$ cat src/rtl/siwa_pkg.sv
`default_nettype none

package siwa_pkg;

    // Register and result field widths
    localparam int CFG_W           = 24;
    localparam int SHIFT_W         = 5;
    localparam int WIN_W           = 8;
    localparam int CFG_IDX_W       = 2;
    localparam int OUT_W           = 25;
    localparam int SAMPLE_BITS_DEF = 24;
    localparam int OUT_TDW         = ((2 * OUT_W + 7) / 8) * 8;

    // Register indexes on the write port
    localparam logic [CFG_IDX_W-1:0] REG_CODE_OFFSET     = 2'd0;
    localparam logic [CFG_IDX_W-1:0] REG_COUNTS_PER_UNIT = 2'd1;
    localparam logic [CFG_IDX_W-1:0] REG_IIR_SHIFT       = 2'd2;
    localparam logic [CFG_IDX_W-1:0] REG_WINDOW_SIZE     = 2'd3;

    // Operand pair for the shared divider
    typedef enum logic [1:0] {
        DIV_AVG,
        DIV_FILT,
        DIV_HELD
    } t_div_sel;

    typedef struct packed {
        logic     capture;
        logic     clear;
        logic     update;
        logic     div_start;
        t_div_sel div_sel;
        logic     store_avg;
        logic     store_fv;
        logic     store_av;
        logic     set_err;
        logic     load_out;
    } t_cmd;

    typedef struct packed {
        logic mode;
        logic block_done;
        logic cpu_zero;
        logic pending;
        logic div_done;
        logic out_free;
    } t_stat;

endpackage

`default_nettype wire

$ cat src/rtl/siwa_div.sv
`default_nettype none

module siwa_div #(
    parameter int DVD_W = 34,
    parameter int DSR_W = 24
) (
    input  wire logic             i_clk,
    input  wire logic             i_rst_n,
    input  wire logic             i_start,
    input  wire logic [DVD_W-1:0] i_dividend,
    input  wire logic [DSR_W-1:0] i_divisor,
    output logic                  o_done,
    output logic      [DVD_W-1:0] o_quotient
);

    localparam int CW = $clog2(DVD_W + 1);

    logic             r_busy;
    logic             r_done;
    logic [CW-1:0]    r_cnt;
    logic [DVD_W-1:0] r_quo;
    logic [DSR_W-1:0] r_rem;
    logic [DSR_W-1:0] r_dmag;
    logic             r_neg;

    logic [DVD_W-1:0] w_dvd_mag;
    logic [DSR_W-1:0] w_dsr_mag;
    logic [DSR_W:0]   w_shift;
    logic [DSR_W:0]   w_trial;
    logic             w_ge;

    always_comb begin
        w_dvd_mag = i_dividend[DVD_W-1] ? (DVD_W'(0) - i_dividend) : i_dividend;
        w_dsr_mag = i_divisor[DSR_W-1] ? (DSR_W'(0) - i_divisor) : i_divisor;
        w_shift   = {r_rem, r_quo[DVD_W-1]};
        w_trial   = w_shift - {1'b0, r_dmag};
        w_ge      = !w_trial[DSR_W];
    end

    // Restoring division on magnitudes, one quotient bit per cycle
    always_ff @(posedge i_clk) begin
        if (!i_rst_n) begin
            r_busy <= 1'b0;
            r_done <= 1'b0;
            r_cnt  <= '0;
        end else begin
            r_done <= 1'b0;
            if (i_start) begin
                r_busy <= 1'b1;
                r_cnt  <= CW'(DVD_W);
            end else if (r_busy) begin
                r_cnt <= r_cnt - CW'(1);
                if (r_cnt == CW'(1)) begin
                    r_busy <= 1'b0;
                    r_done <= 1'b1;
                end
            end
        end
    end

    always_ff @(posedge i_clk) begin
        if (i_start) begin
            r_quo  <= w_dvd_mag;
            r_rem  <= '0;
            r_dmag <= w_dsr_mag;
            r_neg  <= i_dividend[DVD_W-1] ^ i_divisor[DSR_W-1];
        end else if (r_busy) begin
            r_rem <= w_ge ? w_trial[DSR_W-1:0] : w_shift[DSR_W-1:0];
            r_quo <= {r_quo[DVD_W-2:0], w_ge};
        end
    end

    assign o_done     = r_done;
    assign o_quotient = r_neg ? (DVD_W'(0) - r_quo) : r_quo;

endmodule

`default_nettype wire

$ cat src/rtl/siwa_dp.sv
`default_nettype none

module siwa_dp
    import siwa_pkg::*;
#(
    parameter int SAMPLE_BITS = SAMPLE_BITS_DEF,
    parameter int IN_TDW      = ((SAMPLE_BITS + 7) / 8) * 8
) (
    input  wire logic                 i_clk,
    input  wire logic                 i_rst_n,
    input  wire logic                 i_cfg_we,
    input  wire logic [CFG_IDX_W-1:0] i_cfg_index,
    input  wire logic [CFG_W-1:0]     i_cfg_data,
    input  wire logic [IN_TDW-1:0]    i_sample_tdata,
    input  wire logic                 i_sample_mode,
    input  wire logic                 i_out_ready,
    input  wire t_cmd                 i_cmd,
    output t_stat                     o_stat,
    output logic                      o_out_valid,
    output logic [OUT_TDW-1:0]        o_out_tdata,
    output logic [1:0]                o_out_tuser
);

    localparam int XW   = ((SAMPLE_BITS > CFG_W) ? SAMPLE_BITS : CFG_W) + 1;
    localparam int DW   = XW + 1;
    localparam int SUMW = XW + 9;

    // Registers
    logic signed [CFG_W-1:0]   r_offset;
    logic signed [CFG_W-1:0]   r_cpu;
    logic        [SHIFT_W-1:0] r_shift;
    logic        [WIN_W-1:0]   r_window;

    logic signed [XW-1:0]   r_x;
    logic signed [XW-1:0]   r_filt;
    logic signed [XW-1:0]   r_held;
    logic signed [SUMW-1:0] r_sum;
    logic        [WIN_W-1:0] r_count;
    logic                   r_first;
    logic                   r_pending;

    logic [OUT_W-1:0] r_res_fv;
    logic [OUT_W-1:0] r_res_av;
    logic             r_res_valid;
    logic             r_res_err;

    logic [OUT_W-1:0] r_out_fv;
    logic [OUT_W-1:0] r_out_av;
    logic             r_out_valid_q;
    logic             r_out_avg_valid;
    logic             r_out_err;

    logic signed [XW-1:0]   w_x;
    logic signed [DW-1:0]   w_diff;
    logic        [DW-1:0]   w_mask;
    logic signed [DW-1:0]   w_biased;
    logic signed [DW-1:0]   w_corr;
    logic signed [XW-1:0]   n_filt;
    logic signed [SUMW-1:0] n_sum;
    logic                   w_block_done;
    logic [WIN_W:0]         w_n;

    logic [SUMW-1:0]  w_div_dvd;
    logic [CFG_W-1:0] w_div_dsr;
    logic             w_div_done;
    logic [SUMW-1:0]  w_div_q;

    always_comb begin
        w_x = {{(XW - SAMPLE_BITS){i_sample_tdata[SAMPLE_BITS-1]}},
               i_sample_tdata[SAMPLE_BITS-1:0]}
            - {{(XW - CFG_W){r_offset[CFG_W-1]}}, r_offset};

        // Signed shift that truncates toward zero: bias negative values first
        w_diff   = {r_x[XW-1], r_x} - {r_filt[XW-1], r_filt};
        w_mask   = ~({DW{1'b1}} << r_shift);
        w_biased = w_diff + (w_diff[DW-1] ? w_mask : DW'(0));
        if ({1'b0, r_shift} >= 6'(DW)) begin
            w_corr = '0;
        end else begin
            w_corr = w_biased >>> r_shift;
        end
        n_filt = r_filt + w_corr[XW-1:0];
        n_sum  = r_sum + {{(SUMW - XW){r_x[XW-1]}}, r_x};

        w_block_done = (r_count >= r_window);
        w_n          = {1'b0, r_count} + (WIN_W + 1)'(1);

        unique case (i_cmd.div_sel)
            DIV_AVG: begin
                w_div_dvd = r_sum;
                w_div_dsr = {{(CFG_W - WIN_W - 1){1'b0}}, w_n};
            end
            DIV_FILT: begin
                w_div_dvd = {{(SUMW - XW){r_filt[XW-1]}}, r_filt};
                w_div_dsr = r_cpu;
            end
            DIV_HELD: begin
                w_div_dvd = {{(SUMW - XW){r_held[XW-1]}}, r_held};
                w_div_dsr = r_cpu;
            end
            default: begin
                w_div_dvd = '0;
                w_div_dsr = r_cpu;
            end
        endcase
    end

    siwa_div #(
        .DVD_W (SUMW),
        .DSR_W (CFG_W)
    ) u_div (
        .i_clk      (i_clk),
        .i_rst_n    (i_rst_n),
        .i_start    (i_cmd.div_start),
        .i_dividend (w_div_dvd),
        .i_divisor  (w_div_dsr),
        .o_done     (w_div_done),
        .o_quotient (w_div_q)
    );

    always_ff @(posedge i_clk) begin
        if (!i_rst_n) begin
            r_offset <= '0;
            r_cpu    <= '0;
            r_shift  <= '0;
            r_window <= '0;
        end else if (i_cfg_we) begin
            unique case (i_cfg_index)
                REG_CODE_OFFSET:     r_offset <= i_cfg_data;
                REG_COUNTS_PER_UNIT: r_cpu    <= i_cfg_data;
                REG_IIR_SHIFT:       r_shift  <= i_cfg_data[SHIFT_W-1:0];
                REG_WINDOW_SIZE:     r_window <= i_cfg_data[WIN_W-1:0];
                default: ;
            endcase
        end
    end

    // Filter and block state
    always_ff @(posedge i_clk) begin
        if (!i_rst_n || i_cmd.clear) begin
            r_filt    <= '0;
            r_held    <= '0;
            r_sum     <= '0;
            r_count   <= '0;
            r_first   <= 1'b1;
            r_pending <= 1'b0;
        end else begin
            if (i_cmd.update) begin
                r_first <= 1'b0;
                r_filt  <= r_first ? r_x : n_filt;
                r_sum   <= n_sum;
                if (!w_block_done) begin
                    r_count <= r_count + WIN_W'(1);
                end
            end
            if (i_cmd.store_avg) begin
                r_held    <= w_div_q[XW-1:0];
                r_sum     <= '0;
                r_count   <= '0;
                r_pending <= 1'b1;
            end
            if (i_cmd.store_av) begin
                r_pending <= 1'b0;
            end
        end
    end

    always_ff @(posedge i_clk) begin
        if (i_cmd.capture) begin
            r_x <= w_x;
        end
    end

    // Result assembly
    always_ff @(posedge i_clk) begin
        if (i_cmd.set_err) begin
            r_res_fv    <= '0;
            r_res_av    <= '0;
            r_res_valid <= 1'b0;
            r_res_err   <= 1'b1;
        end else if (i_cmd.store_fv) begin
            r_res_fv    <= w_div_q[OUT_W-1:0];
            r_res_av    <= '0;
            r_res_valid <= 1'b0;
            r_res_err   <= 1'b0;
        end else if (i_cmd.store_av) begin
            r_res_av    <= w_div_q[OUT_W-1:0];
            r_res_valid <= 1'b1;
        end
    end

    // Output register
    always_ff @(posedge i_clk) begin
        if (!i_rst_n) begin
            r_out_valid_q <= 1'b0;
        end else if (i_cmd.load_out) begin
            r_out_valid_q <= 1'b1;
        end else if (i_out_ready) begin
            r_out_valid_q <= 1'b0;
        end
    end

    always_ff @(posedge i_clk) begin
        if (i_cmd.load_out) begin
            r_out_fv        <= r_res_fv;
            r_out_av        <= r_res_av;
            r_out_avg_valid <= r_res_valid;
            r_out_err       <= r_res_err;
        end
    end

    always_comb begin
        o_stat.mode       = i_sample_mode;
        o_stat.block_done = w_block_done;
        o_stat.cpu_zero   = (r_cpu == '0);
        o_stat.pending    = r_pending;
        o_stat.div_done   = w_div_done;
        o_stat.out_free   = !r_out_valid_q || i_out_ready;
    end

    assign o_out_valid = r_out_valid_q;
    assign o_out_tdata = {{(OUT_TDW - 2 * OUT_W){1'b0}}, r_out_av, r_out_fv};
    assign o_out_tuser = {r_out_err, r_out_avg_valid};

endmodule

`default_nettype wire

$ cat src/rtl/siwa_ctrl.sv
`default_nettype none

module siwa_ctrl
    import siwa_pkg::*;
(
    input  wire logic  i_clk,
    input  wire logic  i_rst_n,
    input  wire logic  i_in_valid,
    output logic       o_in_ready,
    input  wire t_stat i_stat,
    output t_cmd       o_cmd
);

    typedef enum logic [3:0] {
        S_IDLE,
        S_UPD,
        S_AVG_GO,
        S_AVG_WAIT,
        S_CHK,
        S_FV_WAIT,
        S_AV_WAIT,
        S_OUT
    } t_state;

    t_state r_state;
    t_state n_state;

    always_comb begin
        n_state       = r_state;
        o_in_ready    = 1'b0;
        o_cmd         = '0;
        o_cmd.div_sel = DIV_FILT;
        unique case (r_state)
            S_IDLE: begin
                o_in_ready = 1'b1;
                if (i_in_valid) begin
                    o_cmd.capture = 1'b1;
                    if (i_stat.mode) begin
                        o_cmd.clear = 1'b1;
                        n_state     = S_CHK;
                    end else begin
                        n_state = S_UPD;
                    end
                end
            end
            S_UPD: begin
                o_cmd.update = 1'b1;
                n_state      = i_stat.block_done ? S_AVG_GO : S_CHK;
            end
            S_AVG_GO: begin
                o_cmd.div_start = 1'b1;
                o_cmd.div_sel   = DIV_AVG;
                n_state         = S_AVG_WAIT;
            end
            S_AVG_WAIT: begin
                if (i_stat.div_done) begin
                    o_cmd.store_avg = 1'b1;
                    n_state         = S_CHK;
                end
            end
            S_CHK: begin
                if (i_stat.cpu_zero) begin
                    // hold any pending average for a later request
                    o_cmd.set_err = 1'b1;
                    n_state       = S_OUT;
                end else begin
                    o_cmd.div_start = 1'b1;
                    o_cmd.div_sel   = DIV_FILT;
                    n_state         = S_FV_WAIT;
                end
            end
            S_FV_WAIT: begin
                if (i_stat.div_done) begin
                    o_cmd.store_fv = 1'b1;
                    if (i_stat.pending) begin
                        o_cmd.div_start = 1'b1;
                        o_cmd.div_sel   = DIV_HELD;
                        n_state         = S_AV_WAIT;
                    end else begin
                        n_state = S_OUT;
                    end
                end
            end
            S_AV_WAIT: begin
                o_cmd.div_sel = DIV_HELD;
                if (i_stat.div_done) begin
                    o_cmd.store_av = 1'b1;
                    n_state        = S_OUT;
                end
            end
            S_OUT: begin
                if (i_stat.out_free) begin
                    o_cmd.load_out = 1'b1;
                    n_state        = S_IDLE;
                end
            end
            default: n_state = S_IDLE;
        endcase
    end

    always_ff @(posedge i_clk) begin
        if (!i_rst_n) begin
            r_state <= S_IDLE;
        end else begin
            r_state <= n_state;
        end
    end

    a_div_done_busy: assert property (@(posedge i_clk) disable iff (!i_rst_n)
        i_stat.div_done |-> (r_state == S_AVG_WAIT || r_state == S_FV_WAIT
                             || r_state == S_AV_WAIT))
        else $error("divider finished outside a wait state");

    a_load_from_out: assert property (@(posedge i_clk) disable iff (!i_rst_n)
        o_cmd.load_out |=> r_state == S_IDLE)
        else $error("result load did not return to idle");

    a_clear_no_update: assert property (@(posedge i_clk) disable iff (!i_rst_n)
        o_cmd.clear |=> !o_cmd.update)
        else $error("clear request went on to a filter update");

endmodule

`default_nettype wire

$ cat src/rtl/sensor_iir_and_window_average.sv
`default_nettype none

// Channel   Dir  Payload
// s_axis    in   tdata: sample_code; tuser: mode
// m_axis    out  tdata: filtered_value, average_value; tuser: average_valid, divide_error
// i_cfg_*   in   index 0 code_offset, 1 counts_per_unit, 2 iir_shift, 3 window_size
//
// One request at a time. The shared serial divider works on a dividend of
// max(SAMPLE_BITS,24)+10 bits (34 by default). A request with a nonzero
// counts_per_unit runs one division for the filtered value, and a sample also runs
// one when its block completes and one more when a held average goes out.
// Reset is synchronous and clears registers, filter and block state.
// The finished result waits in the output register while the next request is taken.

module sensor_iir_and_window_average
    import siwa_pkg::*;
#(
    parameter int SAMPLE_BITS = SAMPLE_BITS_DEF
) (
    input  wire logic                 i_clk,
    input  wire logic                 i_rst_n,
    input  wire logic                 i_cfg_we,
    input  wire logic [CFG_IDX_W-1:0] i_cfg_index,
    input  wire logic [CFG_W-1:0]     i_cfg_data,
    input  wire logic                 s_axis_tvalid,
    output logic                      s_axis_tready,
    // sample_code
    input  wire logic [((SAMPLE_BITS + 7) / 8) * 8 - 1:0] s_axis_tdata,
    // mode
    input  wire logic [0:0]           s_axis_tuser,
    output logic                      m_axis_tvalid,
    input  wire logic                 m_axis_tready,
    // filtered_value, average_value
    output logic [OUT_TDW-1:0]        m_axis_tdata,
    // average_valid, divide_error
    output logic [1:0]                m_axis_tuser
);

    localparam int IN_TDW = ((SAMPLE_BITS + 7) / 8) * 8;

    t_cmd  w_cmd;
    t_stat w_stat;

    siwa_ctrl u_ctrl (
        .i_clk      (i_clk),
        .i_rst_n    (i_rst_n),
        .i_in_valid (s_axis_tvalid),
        .o_in_ready (s_axis_tready),
        .i_stat     (w_stat),
        .o_cmd      (w_cmd)
    );

    siwa_dp #(
        .SAMPLE_BITS (SAMPLE_BITS),
        .IN_TDW      (IN_TDW)
    ) u_dp (
        .i_clk          (i_clk),
        .i_rst_n        (i_rst_n),
        .i_cfg_we       (i_cfg_we),
        .i_cfg_index    (i_cfg_index),
        .i_cfg_data     (i_cfg_data),
        .i_sample_tdata (s_axis_tdata),
        .i_sample_mode  (s_axis_tuser[0]),
        .i_out_ready    (m_axis_tready),
        .i_cmd          (w_cmd),
        .o_stat         (w_stat),
        .o_out_valid    (m_axis_tvalid),
        .o_out_tdata    (m_axis_tdata),
        .o_out_tuser    (m_axis_tuser)
    );

    a_err_zero: assert property (@(posedge i_clk) disable iff (!i_rst_n)
        (m_axis_tvalid && m_axis_tuser[1]) |->
            (m_axis_tdata == '0 && !m_axis_tuser[0]))
        else $error("divide error result carries nonzero values");

    a_one_at_a_time: assert property (@(posedge i_clk) disable iff (!i_rst_n)
        (s_axis_tvalid && s_axis_tready) |=> !s_axis_tready)
        else $error("second request taken while one is in work");

    a_done_not_idle: assert property (@(posedge i_clk) disable iff (!i_rst_n)
        w_stat.div_done |-> !s_axis_tready)
        else $error("divider finished while the block is idle");

endmodule

`default_nettype wire

$ cat config.mk
export PLATFORM = sky130hd
export DESIGN_NAME = sensor_iir_and_window_average
export DESIGN_NICKNAME = d
export VERILOG_FILES = /design/src/rtl/siwa_pkg.sv /design/src/rtl/siwa_div.sv /design/src/rtl/siwa_dp.sv /design/src/rtl/siwa_ctrl.sv /design/src/rtl/sensor_iir_and_window_average.sv
export SDC_FILE = /design/constraint.sdc
export NUM_CORES = 1
export LEC_CHECK = 0
export ABC_AREA = 1
export ABC_CLOCK_PERIOD_IN_PS = 8500
export BUFFER_PORTS_ARGS = -buffer_cell sky130_fd_sc_hd__buf_2
export CORE_MARGIN = 2
export CORE_UTILIZATION = 25
export CTS_BUF_LIST = sky130_fd_sc_hd__clkbuf_2 sky130_fd_sc_hd__clkbuf_4 sky130_fd_sc_hd__clkbuf_8
export DETAILED_ROUTE_END_ITERATION = 16
export GPL_ROUTABILITY_DRIVEN = 0
export PLACE_DENSITY = 0.43
export SLEW_MARGIN = 40
export SYNTH_ARGS = -nofsm -noshare
export SYNTH_HDL_FRONTEND = slang
export SYNTH_HIERARCHICAL = 1
export SYNTH_SLANG_ARGS = --single-unit
$ cat constraint.sdc
create_clock -name i_clk -period 8.5 [get_ports i_clk]
set_input_delay 0 -clock i_clk [delete_from_list [all_inputs] [get_ports i_clk]]
set_output_delay 0 -clock i_clk [all_outputs]
set_load 0.1 [all_outputs]
==> metrics.txt <==
largest net degree at the start of global routing=67; DRC errors left=0; Yosys warning count=6; WP buf/inv=4; GR Util All Layers=0.1666; crit start category=register; Max Slew Vio Count=0; Initial DRC Count=1677; status=finished, final reports clean; family with the most delay on the worst path=simple AND/OR/NAND/NOR gates; VDD IR-drop max=0.1351 mV; most common cell after layout, fill and taps aside=nand2_1; layout cells sized above 1=0.1000; CP Data Arrival Time=8.23 ns; Initial Util=0.2522; crit path max-delay cell type=o21ai_1; setup TNS=0 ns; crit path time final=7.653 ns; drt first pass iters=6; initial antenna violation count=4; first-pass GRT wire length=144.6 mm; Fillers=11850; Reg clk slew, reported paths=0.07 ns; clock sinks=379; Fin. Hold Viols=0; leakage power=13.97 nW; most frequent cells in the layout=877 x nand2_1, 516 x inv_1, 345 x a21oi_1; Vias=25580; synthesized cell area=27000 µm²; WL final=93.52 mm; overflow left after global routing=0; Area after DPL=28960 µm²; WL/cell=17.08 µm; most used cell, CP=nand2_1; max frequency=130.7 MHz; Rel. slew slack=0.4400; required time of the critical path=9.07 ns; H-Tree Depth=3; total setup buffers inserted after CTS=0; Clock Skew=0.04912 ns; core outline area=107100 µm²; Clock Path Buffers=3; max_cap viols=0; die width=332.6 µm; FP Rows=120; Synth-to-Final Area Change=16.24%; # IOs=116; TritonCTS clock tree=yes; Setup crit end kind=register; Final nets=4239; Tightest Pin Transition=0.8335 ns; final HPWL from detailed placement=72.11 mm; CP Class=reg -> reg; clock root cell=clkbuf_8; Worst Path Max Fanout=11; post-route clock period utilization=0.9004; Num CTS Buffers=74; vias per cell=4.674; die height=332.6 µm; Clk Latency, worst-skew pair=0.71 ns; final setup fails=0; RSZ-0062 raised after global routing=false; final cell count without fillers=5474; post-synthesis cell count=3841; vias in the first global route=24930; IO buf count=109; highest cell delay on the worst timing path=0.63 ns; Finished Core Util=0.2932; Detail Route Antenna Nets=0; final instance area=31390 µm²; total die area=110600 µm²; Placed Instances=5254; total power=11.64 mW; Synth Area per Inst=7.029 µm²; total power density per cell area=370.8 nW/µm²; Hold Path Class=in -> reg
-- state kept, by name (all words and copies together) (netlist names), 5 cells and up --
signal and flops:
u_dp/u_div/r_cnt 6, u_dp/r_filt 25, u_dp/r_out_av 25, u_dp/u_div/r_quo 34
u_dp/r_window 8, u_dp/r_shift 5, u_dp/r_offset 24, u_dp/r_sum 34
u_dp/r_cpu 24, u_dp/r_res_av 25, u_dp/u_div/r_rem 24, u_dp/r_count 8
u_dp/r_x 25, u_dp/r_held 25, u_dp/r_res_fv 25, u_dp/r_out_fv 25
u_dp/u_div/r_dmag 24
-- layout make-up --
class | instances | area, µm² | area share
multi-input combinational | 2792 | 15430 | 0.4918
sequential | 379 | 8949 | 0.2851
inverter | 538 | 2033 | 0.06478
tap | 1403 | 1755 | 0.05593
timing repair buffer | 223 | 1604 | 0.05111
clock buffer | 109 | 1375 | 0.04381
clock inverter | 29 | 231.5 | 0.007375
antenna | 1 | 2.502 | 0.00007973
-- worst paths after layout --
kind,endpoint,start,slack [ns],cells past startpoint
worst max-delay path,u_dp/r_filt[22],u_dp/r_x[0],0.85,44
worst min-delay path,u_dp/r_x[16],s_axis_tdata[16],0.13,3
worst max register to register,u_dp/r_filt[22],u_dp/r_x[0],0.85,44
worst min register to register,u_dp/r_out_av[22],u_dp/r_res_av[22],0.42,0
-- worst min-delay path, stage by stage --
cell	delay (ns)
buf_2	0.18
ha_1	0.34
xor2_1	0.11
-- timing repair --
item,4_1_cts,5_1_grt
gates resized for setup,0,0
hold buffers,81,0
hold endpoints to repair,95,0
-- layer usage --
layer,GRT usage,share of wire,wire length [µm]
met5,0,0,0
met4,0.05329,0.026,2439
met3,0.02373,0.045,4200
met2,0.2792,0.47,43540
met1,0.2197,0.46,43340
-- power by group --
part	total, mW	switching [mW]	internal (mW)
clock network	2.01	0.898	1.11
registers	2.68	0.342	2.34
logic	6.94	4.72	2.22
total	11.6	5.96	5.67
-- through the flow --
stage,worst slack [ns],hold WS (ns)
floorplan,1.998,0.1244
global placement,0.9317,0.3007
detailed placement,0.9469,0.3010
CTS,0.9447,0.07428
global route,0.2454,0.1304
finish,0.8466,0.1260
Power figures use the tool's default switching activity.
